`src/hw/rtl/fbc_pkg.sv`:
```
// Shared types and codes for the free-block cache with chain refill.
package fbc_pkg;

  localparam int unsigned WORD_W   = 32;
  localparam int unsigned COUNT_W  = 7;
  localparam int unsigned STATUS_W = 3;
  localparam int unsigned OP_W     = 2;

  // Operation codes of an input word
  typedef enum logic [OP_W-1:0] {
    OP_ALLOC   = 2'd0,
    OP_FREE    = 2'd1,
    OP_CHAIN   = 2'd2,
    OP_RESTORE = 2'd3
  } op_t;

  // Result status codes
  typedef enum logic [STATUS_W-1:0] {
    ST_OK      = 3'd0,
    ST_EMPTY   = 3'd1,
    ST_FILLED  = 3'd2,
    ST_BROKEN  = 3'd3,
    ST_IGNORED = 3'd4,
    ST_TAKEN   = 3'd5,
    ST_LEAKED  = 3'd6
  } status_t;

  // Shift control broadcast to every stack cell
  typedef struct packed {
    logic push;  // shift toward the bottom, new word enters at the top
    logic pop;   // shift toward the top
  } cell_ctl_t;

endpackage

```
`src/hw/rtl/fbc_cell.sv`:
```
// One entry of the free stack: a register that shifts up or down with its neighbors.
module fbc_cell (
  input  logic                          clk,
  input  fbc_pkg::cell_ctl_t            ctl,
  input  logic [fbc_pkg::WORD_W-1:0]    from_above,
  input  logic [fbc_pkg::WORD_W-1:0]    from_below,
  output logic [fbc_pkg::WORD_W-1:0]    data_q
);
  import fbc_pkg::*;

  logic [WORD_W-1:0] data_r;
  logic [WORD_W-1:0] data_nxt;

  // Take the word from the upper neighbor on push, the lower one on pop, else hold
  always_comb begin
    data_nxt = data_r;
    if (ctl.push) begin
      data_nxt = from_above;
    end else if (ctl.pop) begin
      data_nxt = from_below;
    end
  end

  always_ff @(posedge clk) begin
    data_r <= data_nxt;
  end

  assign data_q = data_r;

endmodule

```
`src/hw/rtl/free_block_cache_chain_refill.sv`:
```
// Top level: free-block stack allocator built as a shifting chain of cells.
//
//   Channel  Direction  Handshake         Word
//   in_      input      in_valid/in_stall  op, block_value, chain_last
//   out_     output     out_valid/out_stall status, given_block, fetch_chain,
//                                          cached_count, total_free_out
//   cfg_     input      cfg_we             volume_blocks
//
// The top of the stack is always cell 0, so a push or pop is one shift of the
// whole cell chain and the result is registered.
// One word is accepted per cycle while in_stall is low; the result appears the cycle after acceptance.
// in_stall rises only while a finished result is held by out_stall.
// Synchronous active-low reset clears counters, the load state and out_valid;
// stack cells are not reset and are never read before being written.
module free_block_cache_chain_refill #(
  parameter int unsigned STACK_DEPTH = 64
) (
  input  logic                            clk,
  input  logic                            rst_n,
  input  logic                            cfg_we,
  input  logic [fbc_pkg::WORD_W-1:0]      cfg_wdata,
  input  logic                            in_valid,
  output logic                            in_stall,
  input  logic [fbc_pkg::OP_W-1:0]        in_op,
  input  logic [fbc_pkg::WORD_W-1:0]      in_block_value,
  input  logic                            in_chain_last,
  output logic                            out_valid,
  input  logic                            out_stall,
  output logic [fbc_pkg::STATUS_W-1:0]    out_status,
  output logic [fbc_pkg::WORD_W-1:0]      out_given_block,
  output logic                            out_fetch_chain,
  output logic [fbc_pkg::COUNT_W-1:0]     out_cached_count,
  output logic [fbc_pkg::WORD_W-1:0]      out_total_free_out
);
  import fbc_pkg::*;

  localparam int unsigned CW = $clog2(STACK_DEPTH + 1);
  localparam int unsigned RW = $clog2(STACK_DEPTH + 3);
  localparam logic [CW-1:0] DEPTH_C    = CW'(STACK_DEPTH);
  localparam logic [RW-1:0] RECV_DEPTH = RW'(STACK_DEPTH);
  localparam logic [RW-1:0] RECV_MAX   = RW'(STACK_DEPTH + 2);
  localparam logic [WORD_W-1:0] DEPTH_W = WORD_W'(STACK_DEPTH);

  // State registers
  logic [WORD_W-1:0] volume_blocks_r;
  logic [CW-1:0]     count_r, count_nxt;
  logic [WORD_W-1:0] total_r, total_nxt;
  logic [WORD_W-1:0] exp_r, exp_nxt;
  logic [RW-1:0]     recv_r, recv_nxt;
  logic              bad_r, bad_nxt;

  // Output registers
  logic              out_valid_r;
  status_t           status_r, status_nxt;
  logic [WORD_W-1:0] given_r, given_nxt;
  logic              fetch_r, fetch_nxt;
  logic [COUNT_W-1:0] cached_r;
  logic [WORD_W-1:0] total_out_r;

  logic       accept;
  cell_ctl_t  ctl;
  op_t        op;
  logic [WORD_W-1:0] cell_q [STACK_DEPTH];

  assign in_stall = out_valid_r & out_stall;
  assign accept   = in_valid & ~in_stall;
  assign op       = op_t'(in_op);

  // Build the cell chain; cell 0 is the top of the stack
  for (genvar i = 0; i < STACK_DEPTH; i++) begin : g_cell
    logic [WORD_W-1:0] above;
    logic [WORD_W-1:0] below;
    if (i == 0) begin : g_top
      assign above = in_block_value;
    end else begin : g_mid
      assign above = cell_q[i-1];
    end
    if (i == STACK_DEPTH - 1) begin : g_bot
      assign below = '0;
    end else begin : g_up
      assign below = cell_q[i+1];
    end
    fbc_cell u_cell (
      .clk        (clk),
      .ctl        (ctl),
      .from_above (above),
      .from_below (below),
      .data_q     (cell_q[i])
    );
  end

  // Decode one word and compute the next state and its result
  always_comb begin
    logic [RW-1:0] recv_inc;
    count_nxt  = count_r;
    total_nxt  = total_r;
    exp_nxt    = exp_r;
    recv_nxt   = recv_r;
    bad_nxt    = bad_r;
    status_nxt = ST_OK;
    given_nxt  = '0;
    fetch_nxt  = 1'b0;
    ctl        = '0;
    recv_inc   = recv_r;
    case (op)
      OP_ALLOC: begin
        if (count_r == '0) begin
          status_nxt = ST_EMPTY;
        end else begin
          ctl.pop   = 1'b1;
          count_nxt = count_r - CW'(1);
          given_nxt = cell_q[0];
          if (total_r != '0) begin
            total_nxt = total_r - WORD_W'(1);
          end
          if (count_r == CW'(1) && cell_q[0] != '0) begin
            fetch_nxt = 1'b1;
            exp_nxt   = '0;
            recv_nxt  = '0;
            bad_nxt   = 1'b0;
          end
        end
      end
      OP_FREE: begin
        if (in_block_value == '0) begin
          status_nxt = ST_IGNORED;
        end else if (count_r == DEPTH_C) begin
          status_nxt = ST_LEAKED;
        end else begin
          ctl.push  = 1'b1;
          count_nxt = count_r + CW'(1);
          if (total_r != '1) begin
            total_nxt = total_r + WORD_W'(1);
          end
          exp_nxt  = '0;
          recv_nxt = '0;
          bad_nxt  = 1'b0;
        end
      end
      OP_CHAIN: begin
        if (count_r != '0) begin
          status_nxt = ST_IGNORED;
        end else begin
          // Count word first, then entries pushed in order
          if (recv_r == '0) begin
            exp_nxt = in_block_value;
            if (in_block_value == '0 || in_block_value > DEPTH_W) begin
              bad_nxt = 1'b1;
            end
          end else if (recv_r <= RECV_DEPTH) begin
            ctl.push = 1'b1;
            if (in_block_value >= volume_blocks_r) begin
              bad_nxt = 1'b1;
            end
          end else begin
            bad_nxt = 1'b1;
          end
          if (recv_r < RECV_MAX) begin
            recv_inc = recv_r + RW'(1);
          end
          recv_nxt = recv_inc;
          if (in_chain_last) begin
            if (!bad_nxt &&
                ({1'b0, exp_nxt} + (WORD_W+1)'(1)) == (WORD_W+1)'(recv_inc)) begin
              count_nxt  = CW'(exp_nxt);
              status_nxt = ST_FILLED;
            end else begin
              status_nxt = ST_BROKEN;
            end
            exp_nxt  = '0;
            recv_nxt = '0;
            bad_nxt  = 1'b0;
          end else begin
            status_nxt = ST_TAKEN;
          end
        end
      end
      OP_RESTORE: begin
        total_nxt = in_block_value;
      end
      default: begin
        status_nxt = ST_OK;
      end
    endcase
    if (!accept) begin
      ctl = '0;
    end
  end

  // Hold the volume size register
  always_ff @(posedge clk) begin
    if (!rst_n) begin
      volume_blocks_r <= '0;
    end else if (cfg_we) begin
      volume_blocks_r <= cfg_wdata;
    end
  end

  // Advance counters and load state on an accepted word
  always_ff @(posedge clk) begin
    if (!rst_n) begin
      count_r <= '0;
      total_r <= '0;
      exp_r   <= '0;
      recv_r  <= '0;
      bad_r   <= 1'b0;
    end else if (accept) begin
      count_r <= count_nxt;
      total_r <= total_nxt;
      exp_r   <= exp_nxt;
      recv_r  <= recv_nxt;
      bad_r   <= bad_nxt;
    end
  end

  // Output valid: set on accept, drop when taken
  always_ff @(posedge clk) begin
    if (!rst_n) begin
      out_valid_r <= 1'b0;
    end else if (accept) begin
      out_valid_r <= 1'b1;
    end else if (!out_stall) begin
      out_valid_r <= 1'b0;
    end
  end

  // Capture the result word
  always_ff @(posedge clk) begin
    if (accept) begin
      status_r    <= status_nxt;
      given_r     <= given_nxt;
      fetch_r     <= fetch_nxt;
      cached_r    <= COUNT_W'(count_nxt);
      total_out_r <= total_nxt;
    end
  end

  assign out_valid          = out_valid_r;
  assign out_status         = status_r;
  assign out_given_block    = given_r;
  assign out_fetch_chain    = fetch_r;
  assign out_cached_count   = cached_r;
  assign out_total_free_out = total_out_r;

  // Stack never holds more than its depth
  a_count_bound: assert property (@(posedge clk) disable iff (!rst_n)
    count_r <= DEPTH_C)
    else $error("stack count above depth");

  // Word counter stops at its limit
  a_recv_bound: assert property (@(posedge clk) disable iff (!rst_n)
    recv_r <= RECV_MAX)
    else $error("chain word counter past limit");

  // A chain fetch request leaves an empty stack and a clean load state
  a_fetch_clears: assert property (@(posedge clk) disable iff (!rst_n)
    accept && fetch_nxt |=> count_r == '0 && recv_r == '0 && !bad_r)
    else $error("fetch request left stale state");

  // A successful free grows the stack by one
  a_free_grows: assert property (@(posedge clk) disable iff (!rst_n)
    accept && op == OP_FREE && status_nxt == ST_OK |=>
      count_r == $past(count_r) + CW'(1))
    else $error("free did not push");

  // Chain words are only taken into an empty stack
  a_chain_empty: assert property (@(posedge clk) disable iff (!rst_n)
    accept && op == OP_CHAIN && count_r != '0 |-> status_nxt == ST_IGNORED && !ctl.push)
    else $error("chain word taken into a loaded stack");

endmodule

```
`config.mk`:
```
export PLATFORM = sky130hd
export DESIGN_NAME = free_block_cache_chain_refill
export DESIGN_NICKNAME = d
export VERILOG_FILES = /design/src/hw/rtl/fbc_pkg.sv /design/src/hw/rtl/fbc_cell.sv /design/src/hw/rtl/free_block_cache_chain_refill.sv
export SDC_FILE = /design/constraint.sdc
export NUM_CORES = 2
export LEC_CHECK = 0
export ABC_AREA = 1
export CAP_MARGIN = 40
export CORE_ASPECT_RATIO = 0.8
export CORE_UTILIZATION = 52
export DETAILED_ROUTE_END_ITERATION = 8
export DONT_BUFFER_PORTS = 1
export PLACE_DENSITY = 0.67
export REMOVE_ABC_BUFFERS = 1
export SETUP_SLACK_MARGIN = 0.2
export SYNTH_ARGS = -nofsm -noshare
export SYNTH_HDL_FRONTEND = slang
export SYNTH_SLANG_ARGS = --single-unit
```
`constraint.sdc`:
```
create_clock -name clk -period 394.1 [get_ports clk]
set_input_delay 0 -clock clk [delete_from_list [all_inputs] [get_ports clk]]
set_output_delay 0 -clock clk [all_outputs]
set_load 0.005 [all_outputs]
```
==> results by group <==
Run status
  • Status: complete, no violations

Synthesis
  • Top post-synthesis cells by count: edfxtp_1, nand2_1, inv_1, nor2_1, a21oi_1
  • Cell taking the most area after synthesis: edfxtp_1
  • Most frequently used flop master after synthesis: edfxtp_1
  • Synthesized instance count: 9356
  • Summed instance area of the synthesized netlist: 97710 um^2
  • Most numerous cell in the Yosys netlist: edfxtp_1
  • Share of the synthesized area in the top cell type: 0.6525
  • Part of the Yosys area used for sequential elements: 0.6754
  • Synth top area cells: edfxtp_1, a21oi_1, o21ai_0, nand2_1, inv_1
  • Mean cell area of the mapped netlist: 10.44 um^2
  • Number of flops mapped to enable cells by yosys: 2123
  • Synth Register Bits: 2235
  • Count of yosys warnings during synthesis: 0
  • Number of unique standard cell types used by synthesis: 48
  • Async S/R FF share, synth: 0

Setup path
  • Setup slack of the worst register-to-register path: 385750 ps
  • Endpoint class of the critical path: flop
  • Start of the worst register-to-register path: count_r[1]$_SDFFE_PN0P_
  • Worst r2r dst: g_cell[25].u_cell.data_q[28]$_DFFE_PP_
  • Maximum fanout along the worst path: 193
  • Largest stage delay on the critical path: 850 ps
  • Endpoint required time on the critical path: 394590 ps
  • Critical setup path kind: flop to flop
  • Cells along the critical path: inv_1 > ha_1 > nand2_1 > nor2_1 > nand2_1 > nor2_1 > nand2_1 > o21ai_0 > nand3_4 > o21ai_4 > buf_12 > buf_4 > buf_4 > buf_4 > buf_4 > buf_4 > buf_12
  • Count of cells along the worst register-to-register path: 17
  • Master of the slowest instance on the critical path: buf_4
  • Nature of the critical path startpoint: flop
  • Worst EP arrival: 8850 ps
  • Most used cell along the critical path: buf_4

Detailed routing
  • Per-cell via count in the routed design: 5.216
  • DRT antenna net count: 0
  • DRC violations left: 0
  • Via count: 62620
  • Violation count after the first detailed-route iteration: 6104
  • Total length of routed wires: 191.0 mm
  • Detailed Routing Iterations Pass 1: 6
  • WL/cell: 15.91 um

Clocking
  • Buffer levels on the longest clock path: 3
  • Hold-fix buffer count after cts: 178
  • Clock latency reported for the late side of the worst-skew pair: 830 ps
  • Clock transition at the registers of the reported paths: 70 ps
  • CTS tree: built
  • Clk sink count: 2235
  • Number of post-CTS setup repair buffers: 0
  • Htree depth: 4
  • Cts repair resizes: 0
  • Cell at the root of the clock tree: clkbuf_16
  • TritonCTS buffer count: 213

Placed design
  • DP Worst Slack: 385700 ps
  • Last weighted congestion value of the routability-driven placer: 0.8690
  • Estimated wirelength of the detail-placed design: 120.2 mm
  • Number of I/O port buffers: 0

Floorplan
  • Die span in y: 389.7 um
  • Die X: 486.6 um
  • Core region area: 185600 um^2
  • Starting utilization of the core area: 0.5265
  • Row count: 141
  • Count of boundary I/O pins: 149
  • Die outline area: 189700 um^2

Global route
  • Antenna violations before repair: 5
  • GRT Overall Usage: 0.1998
  • Overflow left after global routing: 0
  • Vias in the first global route: 59040
  • Wire length of the first global-routing pass: 310.7 mm
  • Largest net degree at the start of global routing: 291

STA
  • Post-route clock period utilization: 0.02120
  • Max-slew violation count: 0
  • Final setup viols: 0
  • Final TNS setup: 0 ps
  • Max Clock Freq: 0.1197 GHz
  • Transition time at the pin with the least slew margin: 1144 ps
  • Normalized max-slew margin: 0.2371
  • Shortest clock period the worst path allows after layout: 8354 ps
  • Worst setup skew after layout: 32.93 ps
  • Hold Fails Final Rpt: 0
  • Unrepaired setup endpoints after global routing: no
  • Final critical-path setup slack: 385750 ps

Pwr
  • Clk network pwr share: 0.379
  • Switching portion of total power: 0.2296
  • Peak supply drop: 0.004472 mV
  • Sequential fraction of design power: 0.550
  • Overall power of the completed layout: 0.0005138 W
  • Logic pwr share: 0.071
  • Net switching component of the power: 0.0001180 W
  • Leak Pwr: 43.34 nW
  • Internal portion of total power: 0.0003958 W
  • Power Dens Cells: 4.731 nW/um^2

Min path
  • Startpoint of the lowest-slack hold path: in_chain_last
  • Worst Hold End: count_r[1]$_SDFFE_PN0P_
  • Worst hold-check path type: input port to flop
  • Worst Hold Path Cells: 13

Cells and area
  • Post-layout net count: 9447
  • Layout Area Growth over Synthesis: 11.14%
  • Share of final-layout standard cells stronger than drive strength 1: 0.05305

Flow run
  • # Max-Cap Violations: 0
-- critical path: cells and delay by family (launching register included) --
kind	cells	cell delay (ps)
DFF	1	330
adders and majority gates	1	240
and+or+nand+nor	6	1600
buffers and inverters	8	5020
AOI/OAI and AO/OA	2	520
-- per-stage QoR --
step	hold slack, ps	cells	instance area, um^2	util
6_report	88.09	12010	108600	0.5851
5_1_grt	111.6	12000	108600	0.5851
4_1_cts	33.60	12000	108600	0.5851
3_5_place_dp	144.4	11440	100200	0.5401
3_3_place_gp	143.3	11390	99150	0.5343
2_1_floorplan	109.4	8826	95430	-
-- worst max path at each step --
| stage | from | endpoint | slack, ps | cells after the start |
|---|---|---|---|---|
| 2_1_floorplan | in_op[0] | g_cell[0].u_cell.data_q[0]$_DFFE_PP_ | -2194880 | 4 |
| 3_3_place_gp | count_r[1]$_SDFFE_PN0P_ | g_cell[29].u_cell.data_q[28]$_DFFE_PP_ | 385330 | 16 |
| 3_5_place_dp | count_r[1]$_SDFFE_PN0P_ | g_cell[24].u_cell.data_q[28]$_DFFE_PP_ | 385700 | 17 |
| 4_1_cts | count_r[1]$_SDFFE_PN0P_ | g_cell[25].u_cell.data_q[28]$_DFFE_PP_ | 385710 | 17 |
| 5_1_grt | count_r[1]$_SDFFE_PN0P_ | g_cell[25].u_cell.data_q[28]$_DFFE_PP_ | 384960 | 17 |
| 6_report | count_r[1]$_SDFFE_PN0P_ | g_cell[25].u_cell.data_q[28]$_DFFE_PP_ | 385750 | 17 |
-- power by group through the flow --
| stage | combinational (W) | sequential, W | clock (W) |
|---|---|---|---|
| 2_1_floorplan | 0.0000666 | 0.000377 | 0 |
| 3_3_place_gp | 0.0000320 | 0.000287 | 0 |
| 6_report | 0.0000367 | 0.000283 | 0.000195 |
| 3_5_place_dp | 0.0000345 | 0.000287 | 0 |
| 4_1_cts | 0.0000367 | 0.000283 | 0.000200 |
| 5_1_grt | 0.0000416 | 0.000284 | 0.000209 |
-- layout make-up --
class	instances	area [um^2]
diodes	3	7.507
clock buffers	283	5675
clock inverters	103	882.1
fillers	15500	77000
inverters	1246	4677
multi-input cells	5345	24800
flip-flops and latches	2235	65990
well taps	2502	3131
repair buffers	288	3437
-- metal layers --
metal	up-vias	track usage	wire, um	part of all wire
met1	29430	0.3029	92860	0.49
met2	1303	0.2938	82620	0.43
met5	-	0	27	0.00014
met3	286	0.03955	11240	0.059
li1	31600	-	-	-
met4	4	0.05195	4284	0.022
-- state kept, by name, indices dropped and copies added, names as in the netlist, 3 cells and up --
signal and count:
total_r 32, g_cell.u_cell.data_q 2048, volume_blocks_r 32, out_status 3
recv_r 7, out_cached_count 7, exp_r 32, out_given_block 32
count_r 7, out_total_free_out 32
-- logic make-up after synthesis --
logic type / after synthesis / share of synthesized area
flip-flops: 2235 / 0.6754
adder cells (fa/ha/maj): 46 / 0.005890
AND/OR/NAND/NOR: 2891 / 0.1191
multiplexers: 48 / 0.005532
buffers and inverters: 1776 / 0.07125
AO/OA/AOI/OAI: 2345 / 0.1215
XOR/XNOR: 15 / 0.001345
-- cell usage in the layout, fill, tap and decap left out, types with 6 or more instances in the layout --
cell / count
edfxtp_1: 2123
nand2_1: 1360
inv_1: 1237
nor2_1: 1191
a21oi_1: 1158
o21ai_0: 1129
clkbuf_16: 215
dlygate4sd3_1: 177
nand3_1: 145
dfxtp_1: 112
nand4_1: 70
clkbuf_1: 64
buf_4: 62
clkinv_1: 50
mux2_2: 48
ha_1: 45
buf_16: 33
clkinv_2: 29
nand2_2: 28
nor3_1: 27
nor4_1: 21
o211ai_1: 18
xor2_1: 14
buf_12: 13
nand3b_1: 12
nor2_2: 11
nor2_4: 10
bufinv_16: 10
a22oi_1: 8
a211oi_1: 6
inv_6: 6
No activity file was read; power rests on OpenSTA's default activity.
